### src/rtl/hpq_pkg.sv
// ----------------------------------------------------------------------------
// hpq_pkg
// Shared types, codes and defaults for the binary heap priority queue.
// ----------------------------------------------------------------------------
package hpq_pkg;

  localparam int CAPACITY  = 64;
  localparam int KEY_WIDTH = 32;

  // entry count holds 0 .. CAPACITY
  function automatic int cnt_width(input int cap);
    return $clog2(cap + 1);
  endfunction

  // request action codes
  localparam logic ACT_INSERT  = 1'b0;
  localparam logic ACT_EXTRACT = 1'b1;

  typedef enum logic [1:0] {
    ST_OK    = 2'd0,
    ST_FULL  = 2'd1,
    ST_EMPTY = 2'd2
  } status_t;

  typedef enum logic [2:0] {
    S_IDLE,
    S_UP_RD,
    S_UP_CMP,
    S_DN_LAST,
    S_DN_L,
    S_DN_R,
    S_DN_CMP,
    S_DONE
  } state_t;

endpackage

### src/rtl/hpq_if.sv
// ----------------------------------------------------------------------------
// hpq_if
// Request and response channels of the heap: valid/ready with payload.
// ----------------------------------------------------------------------------
interface hpq_req_if #(
  parameter int KEY_W = hpq_pkg::KEY_WIDTH
);
  logic             valid;
  logic             ready;
  logic             action;
  logic [KEY_W-1:0] key;

  modport source (output valid, action, key, input ready);
  modport sink   (input valid, action, key, output ready);
endinterface

interface hpq_rsp_if #(
  parameter int KEY_W = hpq_pkg::KEY_WIDTH,
  parameter int CNT_W = hpq_pkg::cnt_width(hpq_pkg::CAPACITY)
);
  logic             valid;
  logic             ready;
  logic [1:0]       status;
  logic [KEY_W-1:0] extracted;
  logic [KEY_W-1:0] top;
  logic [CNT_W-1:0] count;

  modport source (output valid, status, extracted, top, count, input ready);
  modport sink   (input valid, status, extracted, top, count, output ready);
endinterface

### src/rtl/hpq_ram.sv
// ----------------------------------------------------------------------------
// hpq_ram
// Simple dual-port RAM: one write port, one read port with registered data.
// ----------------------------------------------------------------------------
module hpq_ram #(
  parameter int WIDTH = hpq_pkg::KEY_WIDTH,
  parameter int DEPTH = hpq_pkg::CAPACITY
) (
  input  logic                     clk,
  input  logic                     we,
  input  logic [$clog2(DEPTH)-1:0] waddr,
  input  logic [WIDTH-1:0]         wdata,
  input  logic [$clog2(DEPTH)-1:0] raddr,
  output logic [WIDTH-1:0]         rdata
);

  logic [WIDTH-1:0] mem [DEPTH];

  always_ff @(posedge clk) begin
    if (we) begin
      mem[waddr] <= wdata;
    end
    rdata <= mem[raddr];
  end

endmodule

### src/rtl/binary_heap_priority_queue.sv
// ----------------------------------------------------------------------------
// binary_heap_priority_queue
// Array-based binary heap of keys with insert and extract-root requests.
// ----------------------------------------------------------------------------
// Each request beat yields one response beat carrying status, the extracted
// key, the new root and the entry count. The heap lives in a single RAM with
// one write and one registered read port; the root is mirrored in a register.
// An insert climbs one level per read and compare of the parent, moving the
// parent down into the hole; an extract descends one level per read of the
// left child, read of the right child and compare, moving a better child up,
// the RAM read port and the single shared comparator setting the pace. A full
// insert, an empty extract or an extract of the last entry go straight to the
// done state. A waiting response holds the sequencer in its last cycle.
// A new request is taken as soon as the sequencer is idle, even while the
// previous response still waits.
// min_first selects smallest-at-root (1) or largest-at-root (0) and should
// only be written while the queue is idle; stored entries are not reordered.
// ----------------------------------------------------------------------------
module binary_heap_priority_queue #(
  parameter int CAPACITY  = hpq_pkg::CAPACITY,
  parameter int KEY_WIDTH = hpq_pkg::KEY_WIDTH
) (
  input  logic      clk,
  input  logic      rst,
  input  logic      cfg_we,
  input  logic      cfg_data,
  hpq_req_if.sink   req,
  hpq_rsp_if.source rsp
);

  localparam int AW = (CAPACITY > 1) ? $clog2(CAPACITY) : 1;
  localparam int CW = hpq_pkg::cnt_width(CAPACITY);
  localparam int IW = AW + 1;

  hpq_pkg::state_t state, state_next;

  logic                 min_first;
  logic [CW-1:0]        count, count_next;
  logic [AW-1:0]        pos, pos_next;
  logic [KEY_WIDTH-1:0] hold_key, hold_key_next;
  logic [KEY_WIDTH-1:0] best_key, best_key_next;
  logic                 best_sel, best_sel_next;
  logic                 r_ok, r_ok_next;
  logic [KEY_WIDTH-1:0] top_key;
  hpq_pkg::status_t     status, status_next;
  logic [KEY_WIDTH-1:0] extracted, extracted_next;

  logic                 rsp_valid;
  logic                 rsp_load;
  hpq_pkg::status_t     rsp_status;
  logic [KEY_WIDTH-1:0] rsp_extracted;
  logic [KEY_WIDTH-1:0] rsp_top;
  logic [CW-1:0]        rsp_count;

  logic                 mem_we;
  logic [AW-1:0]        mem_waddr;
  logic [KEY_WIDTH-1:0] mem_wdata;
  logic [AW-1:0]        mem_raddr;
  logic [KEY_WIDTH-1:0] mem_rdata;

  logic [KEY_WIDTH-1:0] cmp_a, cmp_b;
  logic                 cmp_better;

  logic [AW-1:0]        parent;
  logic [IW-1:0]        l_idx, r_idx, count_ext;

  hpq_ram #(
    .WIDTH (KEY_WIDTH),
    .DEPTH (CAPACITY)
  ) u_ram (
    .clk   (clk),
    .we    (mem_we),
    .waddr (mem_waddr),
    .wdata (mem_wdata),
    .raddr (mem_raddr),
    .rdata (mem_rdata)
  );

  // tree index arithmetic
  assign parent    = AW'((pos - AW'(1)) >> 1);
  assign l_idx     = {pos, 1'b1};
  assign r_idx     = l_idx + IW'(1);
  assign count_ext = IW'(count);

  // the one shared comparator: a belongs nearer the root than b
  assign cmp_better = min_first ? (cmp_a < cmp_b) : (cmp_a > cmp_b);

  assign req.ready = (state == hpq_pkg::S_IDLE);

  always_comb begin
    state_next     = state;
    count_next     = count;
    pos_next       = pos;
    hold_key_next  = hold_key;
    best_key_next  = best_key;
    best_sel_next  = best_sel;
    r_ok_next      = r_ok;
    status_next    = status;
    extracted_next = extracted;
    mem_we         = 1'b0;
    mem_waddr      = pos;
    mem_wdata      = hold_key;
    mem_raddr      = pos;
    cmp_a          = mem_rdata;
    cmp_b          = hold_key;
    rsp_load       = 1'b0;

    case (state)
      hpq_pkg::S_IDLE: begin
        if (req.valid) begin
          status_next    = hpq_pkg::ST_OK;
          extracted_next = '0;
          if (req.action == hpq_pkg::ACT_INSERT) begin
            if (count == CW'(CAPACITY)) begin
              status_next = hpq_pkg::ST_FULL;
              state_next  = hpq_pkg::S_DONE;
            end else begin
              count_next    = count + CW'(1);
              pos_next      = count[AW-1:0];
              hold_key_next = req.key;
              state_next    = hpq_pkg::S_UP_RD;
            end
          end else begin
            if (count == '0) begin
              status_next = hpq_pkg::ST_EMPTY;
              state_next  = hpq_pkg::S_DONE;
            end else begin
              extracted_next = top_key;
              count_next     = count - CW'(1);
              if (count == CW'(1)) begin
                state_next = hpq_pkg::S_DONE;
              end else begin
                // fetch the last entry, it restarts at the root
                mem_raddr  = AW'(count - CW'(1));
                state_next = hpq_pkg::S_DN_LAST;
              end
            end
          end
        end
      end

      hpq_pkg::S_UP_RD: begin
        if (pos == '0) begin
          mem_we     = 1'b1;
          state_next = hpq_pkg::S_DONE;
        end else begin
          mem_raddr  = parent;
          state_next = hpq_pkg::S_UP_CMP;
        end
      end

      hpq_pkg::S_UP_CMP: begin
        cmp_a = hold_key;
        cmp_b = mem_rdata;
        mem_we = 1'b1;
        if (cmp_better) begin
          // parent drops into the hole
          mem_wdata  = mem_rdata;
          pos_next   = parent;
          state_next = hpq_pkg::S_UP_RD;
        end else begin
          state_next = hpq_pkg::S_DONE;
        end
      end

      hpq_pkg::S_DN_LAST: begin
        hold_key_next = mem_rdata;
        pos_next      = '0;
        state_next    = hpq_pkg::S_DN_L;
      end

      hpq_pkg::S_DN_L: begin
        if (l_idx < count_ext) begin
          mem_raddr  = l_idx[AW-1:0];
          state_next = hpq_pkg::S_DN_R;
        end else begin
          mem_we     = 1'b1;
          state_next = hpq_pkg::S_DONE;
        end
      end

      hpq_pkg::S_DN_R: begin
        // left child against the moving key
        best_sel_next = cmp_better;
        best_key_next = cmp_better ? mem_rdata : hold_key;
        r_ok_next     = (r_idx < count_ext);
        mem_raddr     = r_idx[AW-1:0];
        state_next    = hpq_pkg::S_DN_CMP;
      end

      hpq_pkg::S_DN_CMP: begin
        cmp_b  = best_key;
        mem_we = 1'b1;
        if (r_ok && cmp_better) begin
          mem_wdata  = mem_rdata;
          pos_next   = r_idx[AW-1:0];
          state_next = hpq_pkg::S_DN_L;
        end else if (best_sel) begin
          mem_wdata  = best_key;
          pos_next   = l_idx[AW-1:0];
          state_next = hpq_pkg::S_DN_L;
        end else begin
          state_next = hpq_pkg::S_DONE;
        end
      end

      hpq_pkg::S_DONE: begin
        if (!rsp_valid || rsp.ready) begin
          rsp_load   = 1'b1;
          state_next = hpq_pkg::S_IDLE;
        end
      end

      default: begin
        state_next = hpq_pkg::S_IDLE;
      end
    endcase
  end

  always_ff @(posedge clk) begin
    if (rst) begin
      state     <= hpq_pkg::S_IDLE;
      count     <= '0;
      min_first <= 1'b0;
      rsp_valid <= 1'b0;
    end else begin
      state <= state_next;
      count <= count_next;
      if (cfg_we) begin
        min_first <= cfg_data;
      end
      if (rsp_load) begin
        rsp_valid <= 1'b1;
      end else if (rsp.ready) begin
        rsp_valid <= 1'b0;
      end
    end
  end

  always_ff @(posedge clk) begin
    pos       <= pos_next;
    hold_key  <= hold_key_next;
    best_key  <= best_key_next;
    best_sel  <= best_sel_next;
    r_ok      <= r_ok_next;
    status    <= status_next;
    extracted <= extracted_next;
    // root mirror follows every write to slot zero
    if (mem_we && mem_waddr == '0) begin
      top_key <= mem_wdata;
    end
    if (rsp_load) begin
      rsp_status    <= status;
      rsp_extracted <= extracted;
      rsp_top       <= (count == '0) ? '0 : top_key;
      rsp_count     <= count;
    end
  end

  assign rsp.valid     = rsp_valid;
  assign rsp.status    = rsp_status;
  assign rsp.extracted = rsp_extracted;
  assign rsp.top       = rsp_top;
  assign rsp.count     = rsp_count;

endmodule
### src/flat_wrapper.sv
// flat-port wrapper written by rule: the top's interface ports become plain ports
module binary_heap_priority_queue_flat 
#(
  parameter int CAPACITY  = hpq_pkg::CAPACITY,
  parameter int KEY_WIDTH = hpq_pkg::KEY_WIDTH
)
  (clk, rst, cfg_we, cfg_data, req_valid, req_action, req_key, req_ready, rsp_valid, rsp_status, rsp_extracted, rsp_top, rsp_count, rsp_ready);
  hpq_req_if req_i ();
  hpq_rsp_if rsp_i ();
  input  logic clk;
  input  logic rst;
  input  logic cfg_we;
  input  logic cfg_data;
  input wire logic [$bits(req_i.valid)-1:0] req_valid;
  input wire logic [$bits(req_i.action)-1:0] req_action;
  input wire logic [$bits(req_i.key)-1:0] req_key;
  output wire logic [$bits(req_i.ready)-1:0] req_ready;
  output wire logic [$bits(rsp_i.valid)-1:0] rsp_valid;
  output wire logic [$bits(rsp_i.status)-1:0] rsp_status;
  output wire logic [$bits(rsp_i.extracted)-1:0] rsp_extracted;
  output wire logic [$bits(rsp_i.top)-1:0] rsp_top;
  output wire logic [$bits(rsp_i.count)-1:0] rsp_count;
  input wire logic [$bits(rsp_i.ready)-1:0] rsp_ready;
  assign req_i.valid = req_valid;
  assign req_i.action = req_action;
  assign req_i.key = req_key;
  assign req_ready = req_i.ready;
  assign rsp_valid = rsp_i.valid;
  assign rsp_status = rsp_i.status;
  assign rsp_extracted = rsp_i.extracted;
  assign rsp_top = rsp_i.top;
  assign rsp_count = rsp_i.count;
  assign rsp_i.ready = rsp_ready;
  binary_heap_priority_queue #(.CAPACITY(CAPACITY), .KEY_WIDTH(KEY_WIDTH)) u_core (.clk(clk), .rst(rst), .cfg_we(cfg_we), .cfg_data(cfg_data), .req(req_i), .rsp(rsp_i));
endmodule
### config.mk
export PLATFORM = sky130hd
export DESIGN_NAME = binary_heap_priority_queue_flat
export DESIGN_NICKNAME = d
export VERILOG_FILES = /design/src/rtl/hpq_pkg.sv /design/src/rtl/hpq_if.sv /design/src/rtl/hpq_ram.sv /design/src/rtl/binary_heap_priority_queue.sv /design/src/flat_wrapper.sv
export SDC_FILE = /design/constraint.sdc
export NUM_CORES = 2
export LEC_CHECK = 0
export BUFFER_PORTS_ARGS = -buffer_cell sky130_fd_sc_hd__buf_2
export CAP_MARGIN = 20
export CORE_MARGIN = 3
export CORE_UTILIZATION = 55
export DETAILED_ROUTE_END_ITERATION = 8
export PLACE_DENSITY_LB_ADDON = 0.15
export SLEW_MARGIN = 5
export SYNTH_ARGS = -nofsm -noshare
export SYNTH_HDL_FRONTEND = slang
export SYNTH_HIERARCHICAL = 1
export SYNTH_SLANG_ARGS = --single-unit
### constraint.sdc
create_clock -name clk -period 8.5 [get_ports clk]
set_clock_uncertainty 0.1 [all_clocks]
set_input_delay 0.425 -clock clk [delete_from_list [all_inputs] [get_ports clk]]
set_output_delay 0.425 -clock clk [all_outputs]
set_load 0.05 [all_outputs]
==> results_tabular.tex <==
\begin{tabular}{lr}
\hline
Metric & Value \\
\hline
\multicolumn{2}{l}{\textbf{Run status}} \\
Run status & complete, no violations \\
\multicolumn{2}{l}{\textbf{Floorplanning}} \\
Die outline area & 0.1692 mm2 \\
Number of ports placed on the die boundary & 114 \\
DIE WIDTH & 411.3 um \\
\# rows & 148 \\
Total core area & 0.1630 mm2 \\
Starting Density & 55.45\% \\
Die boundary height & 411.3 um \\
\multicolumn{2}{l}{\textbf{Finish}} \\
Layout overhead on the synthesized area & 13.18\% \\
Share of layout cells above drive strength 1 & 25.46\% \\
Number of filler cells placed in the layout & 11070 \\
Final layout net count & 4833 \\
\multicolumn{2}{l}{\textbf{STA}} \\
Finish-stage setup viols & 0 \\
Ratio of final minimum period to clock period & 72.84\% \\
Final count of hold timing violations & 0 \\
Worst Max-Slew Pin Slew & 1.257 ns \\
Worst-case headroom to the max-slew limit & 15.65\% \\
Summed negative setup slack over all endpoints & 0 ns \\
Unrepaired setup endpoints after global routing & no \\
Slew Viols, Final & 0 \\
Minimum period implied by the final worst setup slack & 6.191 ns \\
Timing-limited maximum frequency & 161.5 MHz \\
\multicolumn{2}{l}{\textbf{Global routing}} \\
Vias in the first global route & 45430 \\
Largest net degree at the start of global routing & 106 \\
Number of antenna violations at the first check in global routing & 7 \\
All-layer global routing usage & 29.63\% \\
First-pass GRT wire length & 349000 um \\
Overflow after GRT & 0 \\
\multicolumn{2}{l}{\textbf{Synthesis}} \\
EDFF count, synth & 2259 \\
Yosys warnings & 6 \\
Sequential cell area fraction in the yosys report & 76.05\% \\
Netlist Area Pre-Place & 0.09036 mm2 \\
Area fraction of the dominant cell type after synthesis & 75.07\% \\
Syn\_area\_per\_cell & 20.30 um2 \\
Synthesized netlist net count & 4541 \\
Synth Flop Type & sky130\_fd\_sc\_hd\_\_edfxtp\_1 \\
Distinct cell type count after synthesis & 71 \\
Synth async-reset ratio & 0\% \\
Instance count of the mapped netlist & 4451 \\
Register bit total from synthesis & 2303 \\
Area leader, netlist & sky130\_fd\_sc\_hd\_\_edfxtp\_1 \\
Cell types with the largest area share after synthesis & sky130\_fd\_sc\_hd\_\_edfxtp\_1 75\%, sky130\_fd\_sc\_hd\_\_mux4\_2 14\%, sky130\_fd\_sc\_hd\_\_mux2i\_1 1.4\%, sky130\_fd\_sc\_hd\_\_dfxtp\_1 0.97\%, sky130\_fd\_sc\_hd\_\_nor2\_1 0.87\% \\
\multicolumn{2}{l}{\textbf{Routing}} \\
Total vias in the final route & 47260 \\
Post-route DRC & 0 \\
Routed length per placed instance & 34.85 um \\
Routed via count divided by cell count & 6.637 \\
Final wirelength & 248100 um \\
Number of violations reported at the end of detailed-routing iteration 0 & 6639 \\
ANT nets after route & 0 \\
Number of iterations in the first detailed-routing pass & 8 \\
\multicolumn{2}{l}{\textbf{Clock tree}} \\
Buffers inserted during post-CTS setup optimization & 0 \\
Later-pin clock latency in the skew report & 0.87 ns \\
Number of sinks on the clock net & 2303 \\
Number of H-tree levels & 4 \\
Clock transition at the registers of the reported paths & 0.06 ns \\
TritonCTS clock tree & yes \\
PostCTS Resize Cnt & 0 \\
Cell chosen for the clock root & sky130\_fd\_sc\_hd\_\_clkbuf\_16 \\
Worst-case clock buffer depth & 3 \\
Number of buffers created by CTS & 220 \\
\multicolumn{2}{l}{\textbf{Placement}} \\
Number of buffers inserted by port buffering & 113 \\
Routability congestion estimate from global placement & 0.8818 \\
Detailed Place HPWL & 137300 um \\
\multicolumn{2}{l}{\textbf{Min path}} \\
Path category of the worst min-delay check & in2reg \\
Worst hold stages & 3 \\
\multicolumn{2}{l}{\textbf{Worst setup path}} \\
Critical Path End Type & flop \\
R2R depth & 15 \\
Kind of critical path & reg2reg \\
Worst endpoint required time & 9.11 ns \\
Critical Path Source Type & flop \\
Max FO, Critical Path & 51 \\
Data arrival at the endpoint of the critical path & 6.80 ns \\
\multicolumn{2}{l}{\textbf{Flow run}} \\
MaxCap Viol Count & 0 \\
\hline
\end{tabular}
[what timing repair did]
item / in CTS / in global routing
endpoints found under the setup margin: 0 / 0
hold endpoints to repair: 44 / 0
hold buffers: 38 / 0
[synth_stat cells (all sizes together) (39+ instances only)]
| cell | number |
|---|---|
| a21oi | 142 |
| clkbuf | 135 |
| mux2i | 130 |
| ha | 51 |
| dfxtp | 44 |
| edfxtp | 2259 |
| o21ai | 121 |
| nor2 | 209 |
| inv | 108 |
| nand2 | 155 |
| and3 | 39 |
| o22ai | 86 |
| mux4 | 544 |
| buf | 118 |
[metal layers]
layer | global-route usage [%] | share of wire, % | vias to the layer above
met5 | 0 | 0 | -
li1 | - | - | 18950
met3 | 6.820 | 11 | 441
met1 | 43.61 | 39 | 25050
met4 | 11.52 | 4.2 | 0
met2 | 43.76 | 45 | 2819
[critical path, cell delays in order (launching register included)]
cell                       delay [ns]
sky130_fd_sc_hd__edfxtp_1        0.58
sky130_fd_sc_hd__inv_1           0.39
sky130_fd_sc_hd__ha_1            0.23
sky130_fd_sc_hd__nor2b_1         0.05
sky130_fd_sc_hd__o21ai_0         0.15
sky130_fd_sc_hd__nand2b_1        0.07
sky130_fd_sc_hd__a21oi_1         0.16
sky130_fd_sc_hd__o21ai_0         0.11
sky130_fd_sc_hd__buf_4           0.20
sky130_fd_sc_hd__o221ai_4        0.85
sky130_fd_sc_hd__buf_12          0.42
sky130_fd_sc_hd__buf_4           0.45
sky130_fd_sc_hd__mux4_2          0.57
sky130_fd_sc_hd__mux4_2          0.61
sky130_fd_sc_hd__o22ai_1         0.88
sky130_fd_sc_hd__nor2_1          0.14
[placed cells by master (no fill, tap or decap), drive strengths merged, types with 7 or more instances in the layout]
master / instances
edfxtp: 2259
mux4: 544
clkbuf: 287
buf: 285
nor2: 209
nand2: 155
a21oi: 142
mux2i: 130
o21ai: 121
inv: 115
clkinv: 100
o22ai: 86
ha: 51
dfxtp: 44
and3: 39
dlygate4sd3: 38
and2: 38
a222oi: 31
o221ai: 28
bufinv: 21
nor2b: 20
nor3: 18
nand3: 16
xnor2: 14
a22oi: 14
nand2b: 14
nand4: 10
a311oi: 8
o21a: 7
[registers in the layout (all words and copies together) (netlist names)]
name and flops:
u_core/u_ram/rdata 32, u_core/mem_waddr 6, u_core/count 7, u_core/rsp.status 2
u_core/r_ok 1, u_core/rsp.valid 1, u_core/best_sel 1, u_core/status 2
u_core/min_first 1, u_core/hold_key 32, u_core/extracted 32, u_core/rsp.top 32
u_core/u_ram/mem 2048, u_core/best_key 32, u_core/rsp.extracted 32, u_core/state 3
u_core/top_key 32, u_core/rsp.count 7
[final timing paths]
path                              endpoint  slack [ns]                  from
setup reg to reg     u_core/u_ram/rdata[1]        2.31   u_core/mem_waddr[0]
hold reg to reg   u_core/rsp.extracted[11]        0.32  u_core/extracted[11]
setup / recovery     u_core/u_ram/rdata[1]        2.31   u_core/mem_waddr[0]
hold / removal             u_core/count[1]        0.15            req_action
[area by class of cell]
class / instances / area [um2] / share of cell area [%]
clock inverter: 134 / 1364 / 1.334
antenna: 3 / 7.507 / 0.007340
timing repair buffer: 323 / 2437 / 2.383
multi-input combinational: 1787 / 20650 / 20.19
clock buffer: 287 / 5968 / 5.836
inverter: 108 / 405.4 / 0.3964
tap: 2175 / 2721 / 2.661
sequential: 2303 / 68720 / 67.19
[stage by stage]
| stage | instance area [um2] | util [%] | hold WS [ns] | worst slack (ns) | cells |
|---|---|---|---|---|---|
| final | 102300 | 62.76 | 0.1494 | 2.309 | 7120 |
| after global routing | 102300 | 62.75 | 0.1751 | 1.861 | 7117 |
| after CTS | 102200 | 62.74 | 0.09343 | 2.296 | 7116 |
| after detailed placement | 94530 | 58.01 | 0.3045 | 2.323 | 6657 |
| after global placement | 94530 | 58.01 | 0.3047 | 2.298 | 6657 |
| after floorplan | 90360 | - | 0.3003 | 1.072 | 4451 |
[cell families (layout without fill, tap and decap cells)]
family                     count (synthesis)  in the layout  synth area share, %
AOI/OAI and AO/OA                        488            488                3.426
xor gates and xnor gates                  19             19               0.1842
adders and majority gates                 51             51               0.7062
buffers and inverters                    361            852                1.764
DFF                                     2303           2303                76.05
muxes                                    679            679                15.06
other                                      0              3                    0
and+or+nand+nor                          550            550                2.812
Power is left out: the tool's default activity adds up to more than one toggle a clock period on the data nets, which glitch-free logic cannot reach.
